File: src/rtl/core/nps_pkg.sv
// ----------------------------------------------------------------------------
// nps_pkg
// Shared types and constants of the nearest palette color search block.
// ----------------------------------------------------------------------------
`default_nettype none

package nps_pkg;

  localparam int IDX_W  = 8;
  localparam int COMP_W = 8;
  localparam int SQ_W   = 2 * COMP_W;
  localparam int DIST_W = 18;

  localparam logic CMD_WRITE = 1'b0;
  localparam logic CMD_QUERY = 1'b1;

  typedef struct packed {
    logic [COMP_W-1:0] red;
    logic [COMP_W-1:0] green;
    logic [COMP_W-1:0] blue;
  } rgb_t;

  // Travels with each palette read down the scan pipeline
  typedef struct packed {
    logic             vld;
    logic             last;
    logic [IDX_W-1:0] idx;
  } scan_tag_t;

endpackage : nps_pkg

`default_nettype wire

File: src/rtl/core/nps_dist.sv
// ----------------------------------------------------------------------------
// nps_dist
// Per-component squared difference between the query color and one palette
// entry, registered together with its scan tag.
// ----------------------------------------------------------------------------
`default_nettype none

module nps_dist (
  input  wire                    clk,
  input  wire                    rst_n,
  input  nps_pkg::scan_tag_t     tag_in,
  input  nps_pkg::rgb_t          color,
  input  nps_pkg::rgb_t          entry,
  output nps_pkg::scan_tag_t     tag_out,
  output logic [nps_pkg::SQ_W-1:0] sq_red,
  output logic [nps_pkg::SQ_W-1:0] sq_green,
  output logic [nps_pkg::SQ_W-1:0] sq_blue
);
  import nps_pkg::*;

  function automatic logic [COMP_W-1:0] abs_diff(input logic [COMP_W-1:0] a,
                                                input logic [COMP_W-1:0] b);
    return (a > b) ? (a - b) : (b - a);
  endfunction

  logic [COMP_W-1:0] d_red, d_green, d_blue;
  scan_tag_t         tag_r;
  logic [SQ_W-1:0]   sq_red_r, sq_green_r, sq_blue_r;

  assign d_red   = abs_diff(color.red,   entry.red);
  assign d_green = abs_diff(color.green, entry.green);
  assign d_blue  = abs_diff(color.blue,  entry.blue);

  always_ff @(posedge clk) begin
    sq_red_r   <= SQ_W'(d_red)   * SQ_W'(d_red);
    sq_green_r <= SQ_W'(d_green) * SQ_W'(d_green);
    sq_blue_r  <= SQ_W'(d_blue)  * SQ_W'(d_blue);
  end

  always_ff @(posedge clk) begin
    if (!rst_n) begin
      tag_r.vld <= 1'b0;
    end else begin
      tag_r <= tag_in;
    end
  end

  assign tag_out  = tag_r;
  assign sq_red   = sq_red_r;
  assign sq_green = sq_green_r;
  assign sq_blue  = sq_blue_r;

endmodule : nps_dist

`default_nettype wire

File: config.mk
export PLATFORM = sky130hd
export DESIGN_NAME = nps_dist
export DESIGN_NICKNAME = d
export VERILOG_FILES = /design/src/rtl/core/nps_pkg.sv /design/src/rtl/core/nps_dist.sv
export SDC_FILE = /design/constraint.sdc
export NUM_CORES = 1
export LEC_CHECK = 0
export BUFFER_PORTS_ARGS = -buffer_cell sky130_fd_sc_hd__buf_2
export CAP_MARGIN = 20
export CORE_MARGIN = 3
export CORE_UTILIZATION = 60
export CTS_BUF_LIST = sky130_fd_sc_hd__clkbuf_8 sky130_fd_sc_hd__clkbuf_16
export DETAILED_ROUTE_END_ITERATION = 8
export GPL_TIMING_DRIVEN = 0
export PLACE_DENSITY = 0.83
export SLEW_MARGIN = 30
export SYNTH_ARGS = -nofsm -noshare
export SYNTH_HDL_FRONTEND = slang
export SYNTH_SLANG_ARGS = --single-unit
File: constraint.sdc
create_clock -name clk -period 12.3 [get_ports clk]
set_input_delay 1.23 -clock clk [delete_from_list [all_inputs] [get_ports clk]]
set_output_delay 1.23 -clock clk [all_outputs]
set_load 0.1 [all_outputs]
### Word-level counts from Yosys, hierarchy flattened

Index checks and enable logic that the tools add are counted.

| operators by class | value |
|---|---|
| $add $sub $neg | 6 |
| multipliers | 3 |
| magnitude comparators | 3 |
| mux-type cells | 3 |

Operator list:

| kind | count |
|---|---|
| 8-bit by 8-bit multiplier with 16-bit output | 3 |
| 8-bit subtractor | 6 |
| 8-bit greater-than comparator | 3 |
| 8-bit two-way mux | 3 |

| storage, ports and cells | value |
|---|---|
| register bits after elaboration | 58 |
| bits of input ports | 60 |
| logic and storage cells | 21 |

### Depth between registers and ports, before layout

Gate-level depths: netlist of run 1.

| logic depth | value |
|---|---|
| word-level depth | 3 |
| mapped depth | 28 |
| gate-level depth less buffers | 28 |

### Worst setup path after synthesis of run 1

Ideal clock, no wire load.

| path | value |
|---|---|
| path kind | input -> register |
| start point | in color[8] in the netlist's numbering |
| end point | reg sq_green_r[14], in the netlist sq_green[14] |
| setup time | 72 ps |
| arrival | 7040 ps |
| required time | 12228 ps |
| setup slack | 5188 ps |
| stages | 24 |
| buffers on the path | 0 |
| cells stage by stage | inv_1 -> ha_1 -> inv_1 -> fa_1 -> a211oi_1 -> nor3_2 -> o21ai_4 -> mux2i_1 -> xor2_2 -> or2_2 -> inv_1 -> fa_1 -> fa_1 -> inv_1 -> fa_1 -> fa_1 -> inv_1 -> ha_1 -> a21o_1 -> a221o_1 -> a311oi_1 -> o21bai_1 -> a21oi_1 -> xnor2_1 |

| on the way | value |
|---|---|
| cells in the longest elaborated chain, start to end | 3 |
| elaborated cells on any way between the ends | 5 |

RTL lines:

| what | line | text |
|---|---|---|
| start, declared | nps_dist.sv:12 | `input nps_pkg::rgb_t color,` |
| 8-bit subtractor / 8-bit greater-than comparator (equally long branches) | nps_dist.sv:23 | `return (a > b) ? (a - b) : (b - a);` |
| 8-bit two-way mux (*) | nps_dist.sv:23 |  |
| 8-bit by 8-bit multiplier with 16-bit output (*) | nps_dist.sv:36 | `sq_green_r <= SQ_W'(d_green) * SQ_W'(d_green);` |
| end signal, assigned | nps_dist.sv:36 |  |
| end, declared | nps_dist.sv:28 | `logic [SQ_W-1:0] sq_red_r, sq_green_r, sq_blue_r;` |

Every way passes the cells marked *; elsewhere a longest branch is shown, timed or not.
A chain may end at the register's enable or synchronous reset.

### Worst setup path in the final report of run 1

Ends and elaborated chain as after synthesis.

==> impl_metrics.csv, run 1 <==
group,metric,value,unit
logic_synthesis,avgSynthCellArea,8.909,um2
logic_synthesis,ys_ff_latch,55,
floorplanning,start_util,0.6252,
clock_tree,cts.path.max_buffers,2,
min_path,hold_class,"input pin to flip-flop",
critical_path,crit_buf_inv,6,
timing,min_period,7.552,ns
placed_design,postPlaceCellArea,9209,um2
placed_design,dp_hpwl,14410,um
timing,finalCritPeriodShare,0.6140,
grt,grt_pass1_vias,6874,
logic_synthesis,yosysSeqAreaShare,0.1416,
logic_synthesis,synthCells,944,
floorplanning,die_w,124.4,um
placed_design,io_buffers,114,
critical_path,max_stage_delay,0.55,ns
logic_synthesis,synth_area_leader_cell,"ha_1",
timing,rsz0062_at_grt,"false",
route,vias_per_cell,5.399,
clock_tree,clkTransAtPathRegs,0.08,ns
clock_tree,htree_levels,2,
placed_design,gp_congestion,0.9431,
route,antenna_left,0,
logic_synthesis,synth_flop_cell,"dfxtp_1",
placed_design,pre_cts_ws,4.475,ns
timing,max_freq,132.4,MHz
timing,hold_violations,0,
route,drt_iter0_drc,318,
grt,grt-ovfl-total,0,
route,routed_wl,16910,um
clock_tree,numCtsBuffers,5,
timing,fin_ws,4.748,ns
critical_path,critPathTopFamily,"adder cells",
logic_synthesis,synth_edf_count,9,
grt,grt_antenna_before_repair,0,
critical_path,cp.required,12.53,ns
floorplanning,die_area,15470,um2
cells_and_area,fill_cells,1103,
logic_synthesis,ys_warn_count,0,
critical_path,slowest_stage,"fa_1",
cells_and_area,finalNetCount,1339,
cells_and_area,area_growth,11.25,%
logic_synthesis,synth_top_area_frac,0.1979,
cells_and_area,design_area,9356,um2
flow_run,drv_cap,0,
route,drc_errors,0,
critical_path,path_class,"input pin to flip-flop",
critical_path,worstPathArrival,7.78,ns
floorplanning,io_pins,118,
clock_tree,clock_sink_count,55,
logic_synthesis,async_reset_ff_frac,0,
floorplanning,coreArea,13450,um2
timing,finalSetupViolCount,0,
clock_tree,postCtsSetupBuffers,0,
grt,globalRouteTotalUtil,0.2269,
timing,tightestPinTransition,0.7472,ns
status,status,"completed",
clock_tree,post_cts_resized,0,
critical_path,critPathCaptureType,"flip-flop",
timing,setup_tns,0,ns
critical_path,start_kind,"input pin",
route,num_vias,6716,
clock_tree,cts_hold_buf,0,
floorplanning,die_h,124.4,um
cells_and_area,diodes,0,
logic_synthesis,ys_types,81,
grt,grt_first_pass_wirelength,30140,um
logic_synthesis,ys_top_cells_by_area,"ha_1 (20%), fa_1 (19%), dfxtp_1 (11%), inv_1 (8.1%), xnor2_1 (4.2%)",
clock_tree,clockRootBuffer,"clkbuf_16",
route,dr.pass1.iters,5,
route,wl_per_cell,13.59,um
critical_path,cp_max_fo,10,
cells_and_area,drive_gt1_frac,0.1807,
timing,drv_slew,0,
timing,max_slew_margin,0.4983,
logic_synthesis,syn_area,8411,um2
floorplanning,num_rows,42,
clock_tree,cts_tree,"built",
grt,grt_max_degree,19,
==> state kept, by name, summed over array words and instances (netlist names) <==
register,count
sq_green,15
sq_red,15
tag_out,10
sq_blue,15
==> synthesized netlist by cell type, types with 5 or more instances <==
cell type,number
buf_4,5
a21oi_1,49
dfxtp_1,46
o21a_1,13
nand2_1,26
xnor2_1,40
or2_1,5
or2_2,13
o21ai_0,28
o21bai_1,9
fa_1,79
nand4_1,8
buf_2,8
inv_1,181
nand2b_1,19
xor2_1,16
nor2_1,84
ha_1,133
and2_1,8
nand3_1,7
a21o_1,23
edfxtp_1,9
mux2i_1,14
nor2b_1,8
a211oi_1,10
nor3_1,11
==> cells in the final DEF (no fill, tap or decap), drive strengths merged, types with 9 or more instances in the layout <==
cell / synthesis / layout
a211oi: 12 / 12
a21o: 23 / 23
a21oi: 50 / 50
buf: 17 / 131
clkbuf: 5 / 10
dfxtp: 46 / 46
edfxtp: 9 / 9
fa: 79 / 79
ha: 133 / 133
inv: 184 / 185
mux2i: 16 / 16
nand2: 27 / 27
nand2b: 19 / 19
nand3: 9 / 9
nand4: 9 / 9
nor2: 89 / 89
nor3: 15 / 15
o21a: 14 / 14
o21ai: 30 / 30
o21bai: 10 / 10
or2: 18 / 18
xnor2: 44 / 44
xor2: 19 / 19
==> cell type report <==
class / instances / area (um2) / share of cell area
Clock inverter: 3 / 22.52 / 0.002407
Buffer: 22 / 142.6 / 0.01524
Tap cell: 176 / 220.2 / 0.02354
Inverter: 184 / 690.7 / 0.07382
Timing Repair Buffer: 114 / 570.5 / 0.06098
Sequential cell: 55 / 1191 / 0.1273
Multi-Input combinational cell: 685 / 6394 / 0.6833
Clock buffer: 5 / 125.1 / 0.01337
==> kinds of logic (layout without fill, tap and decap cells) <==
group,count (synthesis),count (layout),share of synthesized area
AND/OR/NAND/NOR,215,215,0.1315
adder cells (fa/ha/maj),212,212,0.3859
buffers and inverters,206,328,0.09908
AO/OA/AOI/OAI,176,176,0.1486
XOR/XNOR,63,63,0.07185
flip-flops,55,55,0.1416
multiplexers,16,16,0.02097
other,1,3,0.0004459
==> worst paths after layout <==
kind / start / endpoint / slack, ns / cells past startpoint
worst min-delay path: tag_in[0] / tag_out[0] / 1.09 / 1
worst max-delay path: color[8] / sq_green[14] / 4.75 / 26
==> metal layers <==
layer,global-route usage,part of all wire,vias to the layer above
met5,0,0,-
li1,-,-,3324
met2,0.4049,0.50,171
met4,0.04642,0.011,0
met3,0.02916,0.042,17
met1,0.2952,0.45,3204
==> through the flow <==
stage / util / instances / hold slack [ns]
6_report: 0.6955 / 1244 / 1.090
5_1_grt: 0.6955 / 1244 / 1.078
4_1_cts: 0.6955 / 1244 / 1.083
3_5_place_dp: 0.6845 / 1236 / 1.408
3_3_place_gp: 0.6845 / 1236 / 1.406
2_1_floorplan: - / 946 / 1.329
Power of run 1 is left out: the tool's default activity adds up to more than one toggle a clock period on the data nets, which glitch-free logic cannot reach.
==> run 2, diff against run 1 <==
Settings changed: ABC_AREA set to 1, CORE_UTILIZATION 60 to 54, PLACE_DENSITY 0.83 to 0.79.
Clock period 12.3 ns to 6.67 ns, I/O delays scaled along.
==> run 2 against run 1 <==
Non-clock buffer count fell by 7. Final cell count up 16%. Synthesized area up 1.4%. Core utilization down 7.4 points. Cell area up 1.8%. Flip-flop and latch count is the same. Largest cell class unchanged.
==> impl_metrics.csv, run 2 <==
group,metric,value,unit
logic_synthesis,yosysSeqAreaShare,0.1397,
critical_path,critPathCaptureType,"flip-flop",
grt,grt_antenna_before_repair,0,
floorplanning,die_area,17340,um2
floorplanning,die_h,131.7,um
cells_and_area,finalNetCount,1509,
placed_design,dp_hpwl,13960,um
route,wl_per_cell,11.05,um
cells_and_area,utilization,0.6218,
critical_path,crit_buf_inv,6,
logic_synthesis,avgSynthCellArea,7.655,um2
route,num_vias,6951,
min_path,whs_endpoint,"tag_out[7]",
logic_synthesis,synth_top_area_frac,0.1951,
critical_path,critPathTopFamily,"adder cells",
grt,grt_first_pass_wirelength,29570,um
min_path,hold_depth,1,
grt,grt_max_degree,20,
route,antenna_left,0,
clock_tree,clock_sink_count,55,
critical_path,slowest_stage,"fa_1",
timing,max_slew_margin,0.6537,
min_path,hold_class,"input pin to flip-flop",
logic_synthesis,syn_area,8528,um2
logic_synthesis,synth_most_common_cell,"inv_1",
timing,finalSetupViolCount,0,
flow_run,drv_cap,0,
logic_synthesis,ys_ff_latch,55,
logic_synthesis,ys_top_cells_by_count,"inv_1 (240), nand2_1 (206), ha_1 (133), nor2_1 (93), fa_1 (79)",
critical_path,cp_max_fo,9,
clock_tree,postCtsSetupBuffers,0,
timing,setup_tns,0,ns
critical_path,start_kind,"input pin",
placed_design,io_buffers,114,
logic_synthesis,synth_area_leader_cell,"ha_1",
cells_and_area,drive_gt1_frac,0.1632,
critical_path,worstPathArrival,6.26,ns
cells_and_area,final_common_cell,"inv_1",
clock_tree,clkTransAtPathRegs,0.07,ns
clock_tree,numCtsBuffers,5,
logic_synthesis,synthCells,1114,
route,routed_wl,16020,um
critical_path,max_stage_delay,0.54,ns
route,vias_per_cell,4.797,
grt,globalRouteTotalUtil,0.1966,
critical_path,cp.required,6.89,ns
cells_and_area,diodes,0,
clock_tree,cts_tree,"built",
critical_path,path_class,"input pin to flip-flop",
status,status,"completed",
logic_synthesis,async_reset_ff_frac,0,
route,drc_errors,0,
floorplanning,num_rows,45,
floorplanning,die_w,131.7,um
clock_tree,cts_hold_buf,0,
clock_tree,post_cts_resized,0,
floorplanning,start_util,0.5569,
logic_synthesis,ys_types,41,
cells_and_area,area_growth,11.66,%
clock_tree,clockRootBuffer,"clkbuf_16",
route,dr.pass1.iters,4,
critical_path,path_common_cell,"nand2_1",
timing,rsz0062_at_grt,"false",
floorplanning,coreArea,15310,um2
cells_and_area,final_cell_mix,"inv_1 (240), nand2_1 (206), ha_1 (133), buf_2 (118), nor2_1 (93)",
timing,drv_slew,0,
route,drt_iter0_drc,218,
floorplanning,io_pins,118,
placed_design,gp_congestion,0.8553,
timing,max_freq,165.5,MHz
timing,tightestPinTransition,0.5230,ns
logic_synthesis,synth_edf_count,9,
logic_synthesis,ys_top_cells_by_area,"ha_1 (20%), fa_1 (19%), dfxtp_1 (11%), inv_1 (11%), nand2_1 (9.1%)",
clock_tree,cts.path.max_buffers,2,
timing,finalCritPeriodShare,0.9057,
min_path,min_from,"tag_in[7]",
grt,grt_pass1_vias,6912,
timing,min_period,6.041,ns
timing,hold_violations,0,
logic_synthesis,ys_warn_count,0,
grt,grt-ovfl-total,0,
logic_synthesis,synth_flop_cell,"dfxtp_1",
clock_tree,htree_levels,2,
==> run 2: worst max path at each step <==
stage                          from    endpoint  slack [ns]  cells past startpoint
after CTS                 color[16]  sq_red[14]        0.64                     30
after global placement    color[16]  sq_red[14]        0.47                     30
final                     color[16]  sq_red[14]        0.63                     30
after floorplan           color[16]  sq_red[13]        1.06                     27
after detailed placement  color[16]  sq_red[14]        0.33                     30
after global routing      color[16]  sq_red[14]        0.06                     30
==> run 2: per-layer routing <==
metal	part of all wire	track usage	vias to the layer above
met3	0.039	0.02871	24
met1	0.47	0.2604	3156
li1	-	-	3646
met4	0.022	0.05834	0
met2	0.46	0.3341	125
met5	0	0	-
==> run 2: metrics by stage <==
stage	instances	setup slack [ns]	instance area, um2	hold slack [ns]
global route	1449	0.05519	9523	0.5254
detailed placement	1441	0.3302	9370	0.8463
global placement	1441	0.4674	9370	0.8438
floorplan	1116	1.057	8536	0.7605
finish	1449	0.6288	9523	0.5425
CTS	1449	0.6372	9523	0.5305
==> run 2: layout make-up <==
cell class	instances	area, um2
Clock buffer	5	125.1
Clock inverter	3	27.53
Fill cell	1398	5792
Buffer	15	98.84
Tap cell	211	264.0
Timing Repair Buffer	114	570.5
Multi-Input combinational cell	794	6295
Inverter	252	950.9
Sequential cell	55	1191
==> run 2: kinds of logic after synthesis <==
family,Yosys count,share of synthesized area
buffers and inverters,267,0.1231
AND/OR/NAND/NOR,405,0.2161
XOR/XNOR,68,0.06984
adder cells (fa/ha/maj),212,0.3806
other,1,0.0004397
flip-flops,55,0.1397
AO/OA/AOI/OAI,106,0.07028
Power of run 2 is left out for the same reason.
==> run 3, diff against run 2 <==
Settings changed: CTS_BUF_LIST sky130_fd_sc_hd__clkbuf_8 sky130_fd_sc_hd__clkbuf_16 to unset, REMOVE_ABC_BUFFERS set to 1.
==> run 3 against run 2 <==
First-iteration DRC count up 17%. Worst hold slack worse by 0.011 ns. Via count up 1.6%. Cell area down 0.97%. Highest routed layer unchanged. Core utilization down 0.60 points. Critical path type unchanged. Maximum frequency up 1.6%. Non-clock buffer count down 15. Clock-buffer cell count unchanged. Global-route usage up 0.51 points. Setup slack better by 0.097 ns. Sequential share of layout area up 0.12 points. Wire length up 4.0%.
==> impl_metrics.csv, run 3 (synthesis gave the netlist of run 2 again) <==
group,metric,value,unit
timing,min_period,5.944,ns
critical_path,critPathCaptureType,"flip-flop",
clock_tree,cts_hold_buf,0,
timing,hold_ws,0.5316,ns
route,dr.pass1.iters,4,
clock_tree,cts_tree,"built",
grt,grt_pass1_vias,6894,
critical_path,max_stage_delay,0.53,ns
clock_tree,clkTransAtPathRegs,0.08,ns
critical_path,path_class,"input pin to flip-flop",
flow_run,drv_cap,0,
min_path,hold_class,"input pin to flip-flop",
placed_design,pre_cts_ws,0.3716,ns
timing,max_freq,168.2,MHz
clock_tree,post_cts_resized,0,
clock_tree,htree_levels,2,
placed_design,dp_hpwl,14400,um
cells_and_area,finalNetCount,1494,
grt,grt_max_degree,21,
min_path,min_from,"tag_in[3]",
critical_path,cp_max_fo,9,
timing,tightestPinTransition,0.5349,ns
clock_tree,clock_sink_count,55,
timing,fin_ws,0.7256,ns
floorplanning,die_h,131.7,um
cells_and_area,diodes,0,
timing,drv_slew,0,
route,vias_per_cell,4.923,
timing,rsz0062_at_grt,"false",
route,antenna_left,0,
cells_and_area,area_growth,10.58,%
floorplanning,num_rows,45,
cells_and_area,final_cell_mix,"inv_1 (240), nand2_1 (206), ha_1 (133), buf_2 (114), nor2_1 (93)",
placed_design,io_buffers,114,
critical_path,path_common_cell,"nand2_1",
grt,globalRouteTotalUtil,0.2016,
floorplanning,io_pins,118,
floorplanning,coreArea,15310,um2
timing,setup_tns,0,ns
timing,finalSetupViolCount,0,
grt,grt_first_pass_wirelength,29840,um
clock_tree,postCtsSetupBuffers,0,
critical_path,slowest_stage,"fa_1",
grt,grt_antenna_before_repair,0,
route,drc_errors,0,
route,wl_per_cell,11.61,um
grt,grt-ovfl-total,0,
clock_tree,clockRootBuffer,"clkbuf_16",
min_path,hold_depth,1,
floorplanning,start_util,0.5569,
min_path,whs_endpoint,"tag_out[3]",
cells_and_area,drive_gt1_frac,0.1554,
floorplanning,die_area,17340,um2
clock_tree,cts.path.max_buffers,2,
route,drt_iter0_drc,256,
critical_path,cp.required,6.91,ns
cells_and_area,final_common_cell,"inv_1",
status,status,"completed",
timing,finalCritPeriodShare,0.8912,
clock_tree,numCtsBuffers,5,
timing,max_slew_margin,0.6459,
route,num_vias,7060,
critical_path,start_kind,"input pin",
floorplanning,die_w,131.7,um
placed_design,gp_congestion,0.9079,
timing,hold_violations,0,
critical_path,worstPathArrival,6.19,ns
route,routed_wl,16650,um
run 3: cell count changes in the layout (fill, tap and decap cells not counted), sizes merged:
cell	delta
buf	-12
clkbuf	-3
inv	+1
clkinvlp	-1
run 3: metal layers:
layer | track usage | vias to the layer above | part of all wire
met4 | 0.05251 | 0 | 0.018
met5 | 0 | - | 0
met2 | 0.3550 | 145 | 0.48
li1 | - | 3634 | -
met1 | 0.2570 | 3260 | 0.46
met3 | 0.03369 | 21 | 0.045
run 3: worst max path at each step:
stage / start / to / cells past startpoint
after floorplan: color[16] / sq_red[13] / 27
after global placement: color[16] / sq_red[14] / 30
after detailed placement: color[16] / sq_red[12] / 30
after CTS: color[16] / sq_red[14] / 30
after global routing: color[16] / sq_red[14] / 30
final: color[16] / sq_red[12] / 30
run 3: final cells by class:
| class | count | area, um2 |
|---|---|---|
| clock buffers | 5 | 125.1 |
| clock inverters | 3 | 33.78 |
| fillers | 1386 | 5884 |
| inverters | 252 | 950.9 |
| multi-input cells | 794 | 6295 |
| flip-flops and latches | 55 | 1191 |
| well taps | 211 | 264.0 |
| repair buffers | 114 | 570.5 |
run 3: stage by stage:
stage | util | instances | area (um2)
floorplan | - | 1101 | 8437
global placement | 0.6054 | 1426 | 9271
detailed placement | 0.6054 | 1426 | 9271
CTS | 0.6158 | 1434 | 9430
global route | 0.6158 | 1434 | 9430
finish | 0.6158 | 1434 | 9430
run 3: worst max-delay path, delay by kind of cell:
family | cells | cell delay [ns]
simple gates | 11 | 1.26
fa+ha+maj | 6 | 2.51
xor+xnor | 2 | 0.35
compound gates | 5 | 0.94
buf+inv | 6 | 0.46
Power of run 3 is left out for the same reason.
